<file path="src/ffa_pkg.sv">
// Shared codes for the first-fit contiguous block allocator.
package ffa_pkg;

  // Request operation codes
  localparam logic [1:0] OP_ALLOC = 2'd0;
  localparam logic [1:0] OP_FREE  = 2'd1;
  localparam logic [1:0] OP_QUERY = 2'd2;

  // Result status codes
  localparam logic [2:0] ST_OK         = 3'd0;
  localparam logic [2:0] ST_NO_SPACE   = 3'd1;
  localparam logic [2:0] ST_NOT_FOUND  = 3'd2;
  localparam logic [2:0] ST_TABLE_FULL = 3'd3;
  localparam logic [2:0] ST_BAD_LENGTH = 3'd4;
  localparam logic [2:0] ST_DUPLICATE  = 3'd5;

  // Widths of the fixed port fields
  localparam int unsigned BLK_OUT_W = 10;
  localparam int unsigned CNT_OUT_W = 11;
  localparam int unsigned LEN_W     = 11;

endpackage

</file>
<file path="src/ffa_ram.sv">
// Generic single-write, single-read RAM with registered read data.
module ffa_ram #(
  parameter int unsigned WIDTH = 1,
  parameter int unsigned DEPTH = 1024
) (
  input  logic                                   clk_i,
  input  logic                                   we_i,
  input  logic [(DEPTH > 1 ? $clog2(DEPTH) : 1)-1:0] waddr_i,
  input  logic [WIDTH-1:0]                       wdata_i,
  input  logic [(DEPTH > 1 ? $clog2(DEPTH) : 1)-1:0] raddr_i,
  output logic [WIDTH-1:0]                       rdata_o
);

  logic [WIDTH-1:0] mem_q [DEPTH];

  // Write port and registered read port
  always_ff @(posedge clk_i) begin
    if (we_i) begin
      mem_q[waddr_i] <= wdata_i;
    end
    rdata_o <= mem_q[raddr_i];
  end

endmodule

</file>
<file path="src/first_fit_contiguous_block_allocator_core.sv">
// Top level of the first-fit contiguous block allocator.
//
// Input channel (in_valid_i/in_ready_o) carries one request: op_i, file_id_i
// and length_i. Output channel (out_valid_o/out_ready_i) returns exactly one
// result per request: status, block range and the free/used counts after it.
// One request is in flight at a time; in_ready_o is high only when idle.
// A query, the spare op code or a zero-length alloc goes straight to the result.
// Free and alloc first walk the file table; a free that hits then clears its
// range, and an alloc that is not turned away scans the bitmap and marks the
// run that it finds.
// The bitmap walk goes one block per cycle through the single RAM port,
// and the file table is walked one entry per cycle.
// After reset, and after every disk_blocks write (cfg_we_i), a clearing
// pass writes the bitmap one block per cycle over all disk_blocks blocks; no
// request is accepted until it ends. Table valid bits clear at once.
// A stalled receiver holds the result in the output register; the block
// takes no new request until the result is taken.
module first_fit_contiguous_block_allocator_core #(
  parameter int unsigned MAX_BLOCKS    = 1024,
  parameter int unsigned TABLE_ENTRIES = 32,
  parameter int unsigned FILE_ID_BITS  = 8
) (
  input  logic        clk_i,
  input  logic        rst_ni,
  input  logic        cfg_we_i,
  input  logic [10:0] cfg_wdata_i,
  input  logic        in_valid_i,
  output logic        in_ready_o,
  input  logic [1:0]  op_i,
  input  logic [7:0]  file_id_i,
  input  logic [10:0] length_i,
  output logic        out_valid_o,
  input  logic        out_ready_i,
  output logic [2:0]  status_o,
  output logic [9:0]  start_block_o,
  output logic [9:0]  end_block_o,
  output logic [10:0] free_blocks_o,
  output logic [10:0] used_blocks_o
);

  localparam int unsigned AW  = MAX_BLOCKS > 1 ? $clog2(MAX_BLOCKS) : 1;
  localparam int unsigned CW  = $clog2(MAX_BLOCKS + 1);
  localparam int unsigned LW  = CW > ffa_pkg::LEN_W ? CW : ffa_pkg::LEN_W;
  localparam int unsigned TW  = TABLE_ENTRIES > 1 ? $clog2(TABLE_ENTRIES) : 1;
  localparam int unsigned IDW = FILE_ID_BITS;
  localparam int unsigned DISK_RST = MAX_BLOCKS < 1024 ? MAX_BLOCKS : 1024;

  localparam logic [2:0] S_CLEAR = 3'd0;
  localparam logic [2:0] S_IDLE  = 3'd1;
  localparam logic [2:0] S_TSCAN = 3'd2;
  localparam logic [2:0] S_BSCAN = 3'd3;
  localparam logic [2:0] S_MARK  = 3'd4;
  localparam logic [2:0] S_DONE  = 3'd5;

  logic [2:0]    state_q, state_d;
  logic [CW-1:0] disk_q, disk_d;
  logic [CW-1:0] free_q, free_d;
  logic [CW-1:0] used_q, used_d;
  logic [CW-1:0] cnt_q, cnt_d;
  logic [AW-1:0] pidx_q, pidx_d;
  logic          pv_q, pv_d;
  logic [LW-1:0] run_q, run_d;
  logic [1:0]    op_q, op_d;
  logic [IDW-1:0] id_q, id_d;
  logic [LW-1:0] len_q, len_d;
  logic [TW-1:0] tidx_q, tidx_d;
  logic          hit_q, hit_d;
  logic [TW-1:0] hidx_q, hidx_d;
  logic          slot_ok_q, slot_ok_d;
  logic [TW-1:0] slot_q, slot_d;
  logic [AW-1:0] s_q, s_d;
  logic [AW-1:0] e_q, e_d;
  logic [2:0]    status_q, status_d;
  logic          mval_q, mval_d;

  // File table: valid bits in flops, entry fields as plain registers
  logic [TABLE_ENTRIES-1:0] tvalid_q, tvalid_d;
  logic [IDW-1:0] tid_q    [TABLE_ENTRIES];
  logic [AW-1:0]  tstart_q [TABLE_ENTRIES];
  logic [AW-1:0]  tend_q   [TABLE_ENTRIES];
  logic           twe;

  // Bitmap RAM
  logic          ram_we;
  logic [AW-1:0] ram_waddr;
  logic          ram_wdata;
  logic [AW-1:0] ram_raddr;
  logic          ram_rdata;

  logic [10:0]   cfg_v;
  logic [LW-1:0] run_nx;
  logic [CW-1:0] nblk;

  ffa_ram #(
    .WIDTH (1),
    .DEPTH (MAX_BLOCKS)
  ) u_map (
    .clk_i   (clk_i),
    .we_i    (ram_we),
    .waddr_i (ram_waddr),
    .wdata_i (ram_wdata),
    .raddr_i (ram_raddr),
    .rdata_o (ram_rdata)
  );

  // RAM port drive: clearing pass writes 0, marking writes the mark value
  assign ram_we    = (state_q == S_CLEAR) || (state_q == S_MARK);
  assign ram_waddr = cnt_q[AW-1:0];
  assign ram_wdata = (state_q == S_MARK) ? mval_q : 1'b0;
  assign ram_raddr = cnt_q[AW-1:0];

  assign run_nx = ram_rdata ? '0 : run_q + LW'(1);
  assign nblk   = CW'(e_q) - CW'(s_q) + CW'(1);

  // A written disk size of zero is taken as one; the MAX_BLOCKS clamp is in the size write
  always_comb begin
    cfg_v = cfg_wdata_i;
    if (cfg_v == 11'd0) begin
      cfg_v = 11'd1;
    end
  end

  // Sequencer
  always_comb begin
    state_d   = state_q;
    disk_d    = disk_q;
    free_d    = free_q;
    used_d    = used_q;
    cnt_d     = cnt_q;
    pidx_d    = pidx_q;
    pv_d      = 1'b0;
    run_d     = run_q;
    op_d      = op_q;
    id_d      = id_q;
    len_d     = len_q;
    tidx_d    = tidx_q;
    hit_d     = hit_q;
    hidx_d    = hidx_q;
    slot_ok_d = slot_ok_q;
    slot_d    = slot_q;
    s_d       = s_q;
    e_d       = e_q;
    status_d  = status_q;
    mval_d    = mval_q;
    tvalid_d  = tvalid_q;
    twe       = 1'b0;

    case (state_q)
      S_CLEAR: begin
        cnt_d = cnt_q + CW'(1);
        if (cnt_q == disk_q - CW'(1)) begin
          state_d = S_IDLE;
        end
      end
      S_IDLE: begin
        if (in_valid_i) begin
          op_d      = op_i;
          id_d      = IDW'(file_id_i);
          len_d     = LW'(length_i);
          tidx_d    = '0;
          hit_d     = 1'b0;
          slot_ok_d = 1'b0;
          s_d       = '0;
          e_d       = '0;
          status_d  = ffa_pkg::ST_OK;
          if (op_i == ffa_pkg::OP_ALLOC && length_i == 11'd0) begin
            status_d = ffa_pkg::ST_BAD_LENGTH;
            state_d  = S_DONE;
          end else if (op_i == ffa_pkg::OP_ALLOC || op_i == ffa_pkg::OP_FREE) begin
            state_d = S_TSCAN;
          end else begin
            state_d = S_DONE;
          end
        end
      end
      S_TSCAN: begin
        // One table entry per cycle: id match and first empty slot
        if (tvalid_q[tidx_q] && tid_q[tidx_q] == id_q && !hit_q) begin
          hit_d  = 1'b1;
          hidx_d = tidx_q;
        end
        if (!tvalid_q[tidx_q] && !slot_ok_q) begin
          slot_ok_d = 1'b1;
          slot_d    = tidx_q;
        end
        tidx_d = tidx_q + TW'(1);
        if (32'(tidx_q) == TABLE_ENTRIES - 1) begin
          state_d = S_DONE;
          if (op_q == ffa_pkg::OP_ALLOC) begin
            if (hit_d) begin
              status_d = ffa_pkg::ST_DUPLICATE;
            end else if (!slot_ok_d) begin
              status_d = ffa_pkg::ST_TABLE_FULL;
            end else begin
              cnt_d   = '0;
              run_d   = '0;
              state_d = S_BSCAN;
            end
          end else if (!hit_d) begin
            status_d = ffa_pkg::ST_NOT_FOUND;
          end else begin
            s_d     = tstart_q[hidx_d];
            e_d     = tend_q[hidx_d];
            cnt_d   = CW'(tstart_q[hidx_d]);
            mval_d  = 1'b0;
            state_d = S_MARK;
          end
        end
      end
      S_BSCAN: begin
        // Issue one read per cycle, evaluate the block read last cycle
        if (cnt_q < disk_q) begin
          pv_d   = 1'b1;
          pidx_d = cnt_q[AW-1:0];
          cnt_d  = cnt_q + CW'(1);
        end
        if (pv_q) begin
          run_d = run_nx;
          if (!ram_rdata && run_nx >= len_q) begin
            e_d     = pidx_q;
            s_d     = AW'(LW'(pidx_q) + LW'(1) - len_q);
            cnt_d   = CW'(AW'(LW'(pidx_q) + LW'(1) - len_q));
            pv_d    = 1'b0;
            mval_d  = 1'b1;
            state_d = S_MARK;
          end else if (CW'(pidx_q) == disk_q - CW'(1)) begin
            status_d = ffa_pkg::ST_NO_SPACE;
            pv_d     = 1'b0;
            state_d  = S_DONE;
          end
        end
      end
      S_MARK: begin
        cnt_d = cnt_q + CW'(1);
        if (cnt_q[AW-1:0] == e_q) begin
          state_d = S_DONE;
          if (mval_q) begin
            twe              = 1'b1;
            tvalid_d[slot_q] = 1'b1;
            free_d           = free_q - nblk;
            used_d           = used_q + nblk;
          end else begin
            tvalid_d[hidx_q] = 1'b0;
            free_d           = free_q + nblk;
            used_d           = used_q - nblk;
          end
        end
      end
      S_DONE: begin
        if (out_ready_i) begin
          state_d = S_IDLE;
        end
      end
      default: begin
        state_d = S_IDLE;
      end
    endcase

    // Size write: restart the disk with a clearing pass
    if (cfg_we_i) begin
      if (32'(cfg_v) > MAX_BLOCKS) begin
        disk_d = CW'(MAX_BLOCKS);
      end else begin
        disk_d = CW'(cfg_v);
      end
      free_d   = disk_d;
      used_d   = '0;
      tvalid_d = '0;
      cnt_d    = '0;
      state_d  = S_CLEAR;
    end
  end

  // Control registers
  always_ff @(posedge clk_i or negedge rst_ni) begin
    if (!rst_ni) begin
      state_q  <= S_CLEAR;
      disk_q   <= CW'(DISK_RST);
      free_q   <= CW'(DISK_RST);
      used_q   <= '0;
      cnt_q    <= '0;
      pv_q     <= 1'b0;
      tvalid_q <= '0;
    end else begin
      state_q  <= state_d;
      disk_q   <= disk_d;
      free_q   <= free_d;
      used_q   <= used_d;
      cnt_q    <= cnt_d;
      pv_q     <= pv_d;
      tvalid_q <= tvalid_d;
    end
  end

  // Payload registers
  always_ff @(posedge clk_i) begin
    pidx_q    <= pidx_d;
    run_q     <= run_d;
    op_q      <= op_d;
    id_q      <= id_d;
    len_q     <= len_d;
    tidx_q    <= tidx_d;
    hit_q     <= hit_d;
    hidx_q    <= hidx_d;
    slot_ok_q <= slot_ok_d;
    slot_q    <= slot_d;
    s_q       <= s_d;
    e_q       <= e_d;
    status_q  <= status_d;
    mval_q    <= mval_d;
    if (twe) begin
      tid_q[slot_q]    <= id_q;
      tstart_q[slot_q] <= s_q;
      tend_q[slot_q]   <= e_q;
    end
  end

  // Outputs
  assign in_ready_o    = (state_q == S_IDLE);
  assign out_valid_o   = (state_q == S_DONE);
  assign status_o      = status_q;
  assign start_block_o = ffa_pkg::BLK_OUT_W'(s_q);
  assign end_block_o   = ffa_pkg::BLK_OUT_W'(e_q);
  assign free_blocks_o = ffa_pkg::CNT_OUT_W'(free_q);
  assign used_blocks_o = ffa_pkg::CNT_OUT_W'(used_q);

  // Free and used counts always cover the whole disk
  a_count_sum: assert property (@(posedge clk_i) disable iff (!rst_ni)
    (free_q + used_q) == disk_q)
    else $error("free plus used count differs from disk size");

  // Marking never runs past the range end
  a_mark_range: assert property (@(posedge clk_i) disable iff (!rst_ni)
    (state_q == S_MARK) |-> (cnt_q[AW-1:0] <= e_q))
    else $error("mark counter beyond range end");

  // Accepted request never yields a result in the same cycle
  a_one_side: assert property (@(posedge clk_i) disable iff (!rst_ni)
    !(in_ready_o && out_valid_o))
    else $error("ready and result valid at once");

  // A taken result returns the block to idle
  a_done_idle: assert property (@(posedge clk_i) disable iff (!rst_ni)
    (out_valid_o && out_ready_i && !cfg_we_i) |=> in_ready_o)
    else $error("block not idle after result taken");

endmodule

</file>
<file path="config.mk">
export PLATFORM = sky130hd
export DESIGN_NAME = first_fit_contiguous_block_allocator_core
export DESIGN_NICKNAME = d
export VERILOG_FILES = /design/src/ffa_pkg.sv /design/src/ffa_ram.sv /design/src/first_fit_contiguous_block_allocator_core.sv
export SDC_FILE = /design/constraint.sdc
export NUM_CORES = 2
export LEC_CHECK = 0
export ABC_AREA = 1
export BUFFER_PORTS_ARGS = -buffer_cell sky130_fd_sc_hd__buf_2
export CORE_MARGIN = 8
export CORE_UTILIZATION = 50
export CTS_CLUSTER_DIAMETER = 80
export DETAILED_ROUTE_END_ITERATION = 8
export PLACE_DENSITY = 0.65
export REMOVE_ABC_BUFFERS = 1
export SYNTH_ARGS = -nofsm -noshare
export SYNTH_HDL_FRONTEND = slang
export SYNTH_SLANG_ARGS = --single-unit
</file>
<file path="constraint.sdc">
create_clock -name clk_i -period 61.1 [get_ports clk_i]
set_input_delay 9.165 -clock clk_i [delete_from_list [all_inputs] [get_ports clk_i]]
set_output_delay 9.165 -clock clk_i [all_outputs]
set_load 0.03 [all_outputs]
</file>
# --- Word-level counts from Yosys, hierarchy flattened ---
# Memories as Yosys holds them, arrays and structs flattened. A register that Yosys moved wholly into a read port is not among the register bits.
# Index checks and enable logic that the tools add are counted.
word_totals:
  regBits: 163
  memories: 4
  elab_cells: 224
  out_inout_bits: 47
  ram_bits: 1920
  in_bits: 37
classes:
  eq_ne: 34
  order_cmp: 8
  add_sub_neg: 12
  bitwise_logic: 3
  reduce_logical: 36
  n_mux: 106
mem_list:
  columns: ["memory", "words", "width", "rd", "rd_ports_with_merged_regs", "wr", "line", "source"]
  rows:
  - ["u_map.mem_q", 1024, 1, 1, 1, 1, "ffa_ram.sv:14", "logic [WIDTH-1:0] mem_q [DEPTH];"]
  - ["tend_q", 32, 10, 1, 0, 1, "first_fit_contiguous_block_allocator_core.sv:80", "logic [AW-1:0] tend_q [TABLE_ENTRIES];"]
  - ["tstart_q", 32, 10, 1, 0, 1, "first_fit_contiguous_block_allocator_core.sv:79", "logic [AW-1:0] tstart_q [TABLE_ENTRIES];"]
  - ["tid_q", 32, 8, 1, 1, 1, "first_fit_contiguous_block_allocator_core.sv:78", "logic [IDW-1:0] tid_q [TABLE_ENTRIES];"]
op_table:
  columns: ["op", "n"]
  rows:
  - ["2-to-1 mux 11 bit", 23]
  - ["2-to-1 mux 32 bit", 4]
  - ["2-to-1 mux 10 bit", 11]
  - ["2-to-1 mux 3 bit", 24]
  - ["case mux 10 bit (3 select lines)", 2]
  - ["adder 11 x 1 -> 11 bit (second input constant)", 3]
  - ["case mux 11 bit (3 select lines)", 1]
  - ["bitwise AND 32 bit", 1]
  - ["NOT 32 bit", 1]
  - ["OR 32 bit", 1]
  - ["2-to-1 mux 1 bit", 27]
  - ["adder 11 bit", 2]
  - ["zero test 11 bit", 2]
  - ["case mux 11 bit (2 select lines)", 1]
  - ["subtractor 11 bit", 2]
  - ["2-to-1 mux 5 bit", 4]
  - ["inequality test 2 bit (second input constant)", 10]
  - ["less-than comparator 5 x 6 -> 1 bit (second input constant)", 3]
  - ["case mux 3 bit (6 select lines)", 1]
  - ["inequality test 4 bit (second input constant)", 4]
  - ["AND reduction 7 bit", 2]
  - ["inequality test 3 bit (second input constant)", 4]
  - ["AND reduction 6 bit", 2]
  - ["equality test 10 x 11 -> 1 bit", 1]
  - ["other kinds (37)", 63]

# --- Depth between registers and ports, before layout ---
depth:
  ltp_word: 12
  mapped_depth: 31
  depth_no_buf: 28

# --- Hierarchy ---
# From an unflattened synthesis, not the netlist that was laid out.
hier_totals:
  cells_unflattened: 8978
  hier_area_um2: 93393.3
by_module_without_submodules:
  columns: ["module", "instances", "cells_each", "seq_area_each_um2", "area_per_inst_um2"]
  rows:
  - ["first_fit_contiguous_block_allocator_core", 1, 4299, 31502.7, 47001.3]
  - ["ffa_ram", 1, 4679, 30769.5, 46392.0]

# --- Least setup slack after synthesis ---
# Ideal clock, no wire load.
synth_timing:
  path_kind: "reg2reg"
  startpoint: "register state_q[1]"
  endpoint: "memory u_map.mem_q[0] (data pin)"
  slack_ns: 31.536
  setup_time_ns: 4.943
  synth_period_minus_slack_ns: 29.564
  required_time_ns: 56.157
  t_arrival_ns: 24.621
  stages_incl_launch_ff: 6
  cell_sequence: "dfrtp_1 nor2_1 inv_1 nor2_1 inv_1 nor2_1"
synth_via:
  elab_chain_len: 2
synth_lines:
  columns: ["element", "line", "source"]
  rows:
  - ["from (decl)", "first_fit_contiguous_block_allocator_core.sv:55", "logic [2:0] state_q, state_d;"]
  - ["from (signal assigned)", "first_fit_contiguous_block_allocator_core.sv:285", "state_q <= state_d;"]
  - ["equality test 3 bit", "first_fit_contiguous_block_allocator_core.sv:109", "assign ram_wdata = (state_q == S_MARK) ? mval_q : 1'b0;"]
  - ["2-to-1 mux 1 bit", "first_fit_contiguous_block_allocator_core.sv:109", null]
  - ["named net ram_wdata", "first_fit_contiguous_block_allocator_core.sv:86", "logic ram_wdata;"]
  - ["to (decl)", "ffa_ram.sv:14", null]
# The timed path passes the listed nets, and every way through them passes these cells.

# --- Worst setup path after layout ---
layout_timing:
  startpoint: "register e_q[9], in the netlist end_block_o[9]"
  endpoint: "output end_block_o[9]"
layout_rtl:
  columns: ["element", "line", "source"]
  rows:
  - ["from (decl)", "first_fit_contiguous_block_allocator_core.sv:72", "logic [AW-1:0] e_q, e_d;"]
  - ["from (signal assigned)", "first_fit_contiguous_block_allocator_core.sv:308", "e_q <= e_d;"]
  - ["to (decl)", "first_fit_contiguous_block_allocator_core.sv:36", "output logic [9:0] end_block_o,"]
# No word-level cell between the ends.

==> insert_results.sql <==
INSERT INTO impl_metrics (metric_group, metric, value, unit) VALUES
('clock_network', 'post-cts-setup-buffers', '0', ''),
('route', 'viasPerCell', '6.13', ''),
('synth', 'synthMuxAreaShare', '0', '%'),
('clock_network', 'cts-root-buf', 'clkbuf_16', ''),
('global_route', 'grtUsageTotal', '27.1', '%'),
('pwr', 'totalPowerFinal', '4.38', 'mW'),
('run', 'max_capacitance_violation_total', '0', ''),
('sta', 'worstMarginPinSlew', '1330', 'ps'),
('sta', 'final_hold_viol_count', '0', ''),
('placed_design', 'port_buffers', '83', ''),
('synth', 'synth_largest_type_area_fraction', '65.9', '%'),
('synth', 'cell_accounting_for_the_most_synthesized_area', 'edfxtp_1', ''),
('synth', 'post_synthesis_simple_gate_area_fraction', '18.9', '%'),
('cells_and_area', 'area.growth.synth_to_final', '10.2', '%'),
('synth', 'ys_types', '51', ''),
('floorplanning', 'die_area', '197000', 'um^2'),
('floorplanning', 'io_pins', '84', ''),
('cells_and_area', 'layout.cells.most_common_list', '2,003 x edfxtp_1, 1,639 x nor2_1, 1,395 x nand2_1, 915 x nand3_1, 588 x o21ai_0', ''),
('cells_and_area', 'fillCellCount', '15500', ''),
('floorplanning', 'rows', '157', ''),
('route', 'wl_per_cell', '25.7', 'um'),
('sta', 'final_clock_period_utilization_by_the_worst_path', '18.8', '%'),
('floorplanning', 'floorplan_core_area', '182000', 'um^2'),
('route', 'drc', '0', ''),
('route', 'number_of_nets_with_antenna_violations_after_routing', '0', ''),
('clock_network', 'worst_setup_hold_path_clk_slew', '60', 'ps'),
('hold_path', 'min-delay-start', 'start_block_o[7]', ''),
('synth', 'yosys_warnings', '0', ''),
('sta', 'finalClockSkew', '27.4', 'ps'),
('synth', 'avg_synthesized_cell_area', '10.8', 'um^2'),
('sta', 'worst_slew_margin_rel', '10.8', '%'),
('route', 'vias', '66400', ''),
('sta', 'setup_viol_count_final', '0', ''),
('critical_path', 'critPathSlowestCell', 'edfxtp_1', ''),
('route', 'drt_first_iter_violations', '8389', ''),
('clock_network', 'clock_tree_from_tritoncts', 'built', ''),
('floorplanning', 'floorplan.initialDensity', '50.1', '%'),
('route', 'finalWirelength', '278000', 'um'),
('route', 'detailedRoute.firstPassIterationCount', '7', ''),
('global_route', 'grt_max_degree', '283', ''),
('critical_path', 'critical-path-max-stage-delay', '1120', 'ps'),
('global_route', 'global_route_wire_length_before_repair', '407000', 'um'),
('clock_network', 'cts_max_level', '4', ''),
('synth', 'synthesized_area_fraction_occupied_by_ao_oa_aoi_and_oai_cells', '7.21', '%'),
('synth', 'synthesis.area', '91300', 'um^2'),
('sta', 'timing.fmax', '87.0', 'MHz'),
('synth', 'synth_ff_type', 'edfxtp_1', ''),
('sta', 'fin_tns_setup', '0', 'ps'),
('sta', 'maxSlewViolCount', '0', ''),
('critical_path', 'critical-path-top-delay-family', 'flip-flops', ''),
('outcome', 'run_status', 'finished, final reports clean', ''),
('synth', 'synthAdderAreaFrac', '1.28', '%'),
('sta', 'unrepaired_setup_endpoints_after_global_routing', 'false', ''),
('synth', 'synthCells', '8424', ''),
('critical_path', 'worst_r2r_path_depth', '27', ''),
('pwr', 'total_leakage_power', '34.3', 'nW'),
('hold_path', 'holdPathEnd', 'tstart_q[2][7]', ''),
('global_route', 'number_of_global_route_vias_before_repair', '62500', ''),
('clock_network', 'cts.repair.resized', '0', ''),
('synth', 'postSynthRegisterBits', '2089', ''),
('hold_path', 'min_delay_path_depth', '0', ''),
('sta', 'period_needed', '11490', 'ps'),
('critical_path', 'r2r_end', 'end_block_o[1]', ''),
('cells_and_area', 'final_layout_size_suffix_gt1_share', '7.77', '%'),
('hold_path', 'hold_path_class', 'flop to flop', ''),
('critical_path', 'critical_path_cell_list', 'buf_2', ''),
('placed_design', 'place_congestion', '0.903', ''),
('clock_network', 'cts_hold_repair.buffers', '0', ''),
('synth', 'synth-xor-area-share', '0.585', '%'),
('floorplanning', 'chipHeight', '443', 'um'),
('placed_design', 'dpl_worst_slack', '49640', 'ps');
synth_stat cells, types with 5 or more instances:
| library cell | n |
|---|---|
| inv_1 | 213 |
| buf_1 | 57 |
| nand3b_1 | 5 |
| nor2_1 | 1654 |
| edfxtp_1 | 2003 |
| nor4_1 | 19 |
| nand2_1 | 1402 |
| o22ai_1 | 274 |
| buf_2 | 117 |
| inv_2 | 8 |
| a31oi_1 | 44 |
| buf_6 | 9 |
| clkinv_1 | 7 |
| a41oi_1 | 10 |
| nand4_1 | 54 |
| buf_4 | 11 |
| clkbuf_1 | 437 |
| o31ai_1 | 15 |
| dfrtp_1 | 78 |
| o21ai_1 | 5 |
| ha_1 | 87 |
| o21bai_1 | 6 |
| a22o_1 | 58 |
| dfxtp_1 | 6 |
| o41ai_1 | 8 |
| xor2_1 | 47 |
| o21ai_0 | 588 |
| nand3_1 | 943 |
| a21oi_1 | 64 |
| nor3_1 | 108 |
| a311oi_1 | 32 |
| xnor2_1 | 14 |
sequential cells by signal (all words and copies together) (netlist names), 5 cells and up, named ones only:
signal and count:
u_map.mem_q 1024, tend_q 320, tstart_q 320, tid_q 256
tvalid_q 32, cnt_q 11, disk_q 11, free_blocks_o 11
len_q 11, run_q 11, used_blocks_o 11, end_block_o 10
pidx_q 10, start_block_o 10, id_q 8, hidx_q 5
slot_q 5, tidx_q 5
power breakdown:
part	switching, mW	internal (mW)	leakage (nW)	total, mW
logic	1.04	0.354	11.7	1.39
registers	0.0526	1.68	19.4	1.74
clock network	0.543	0.709	3.23	1.25
final cells by class:
cell class	instances	area, um^2	share of cell area, %
antenna	4	10.0	0.00995
clock buffer	258	5510	5.47
clock inverter	126	1100	1.09
inverter	228	873	0.868
multi-input combinational	5476	26100	25.9
sequential	2089	62300	61.9
tap	2385	2980	2.97
timing repair buffer	261	1820	1.81
layer usage:
metal	vias up	share of wire (%)	track usage, %
met4	2	5.5	13.0
li1	29400	-	-
met5	-	0.0050	0
met1	32800	38	35.4
met3	752	9.2	4.78
met2	3423	47	44.3
worst max path at each step:
stage	end	depth (start not counted)	from	slack [ps]
6_report	end_block_o[9]	1	end_block_o[9]	49610
5_1_grt	end_block_o[9]	1	end_block_o[9]	49450
4_1_cts	end_block_o[9]	1	end_block_o[9]	49510
3_5_place_dp	tvalid_q[18]	7	cfg_we_i	49640
3_3_place_gp	tvalid_q[4]	7	cfg_we_i	49670
2_1_floorplan	u_map.mem_q[0]	5	state_q[1]	30250
through the flow:
step           hold slack, ps  instance area [um^2]  util (%)  std cells
6_report                  486                101000      55.2      10800
4_1_cts                   487                101000      55.2      10800
2_1_floorplan             474                 88700         -       7793
5_1_grt                   503                101000      55.2      10800
3_5_place_dp              470                 94000      51.6      10400
3_3_place_gp              466                 94000      51.6      10400
logic make-up (layout without fill, tap and decap cells):
logic type,Yosys count,after routing
simple gates,4196,4196
flops,2089,2089
compound gates,1128,1128
buf+inv,859,873
fa+ha+maj,91,91
xor+xnor,61,61
other cells,0,4
Power figures use the tool's default switching activity.
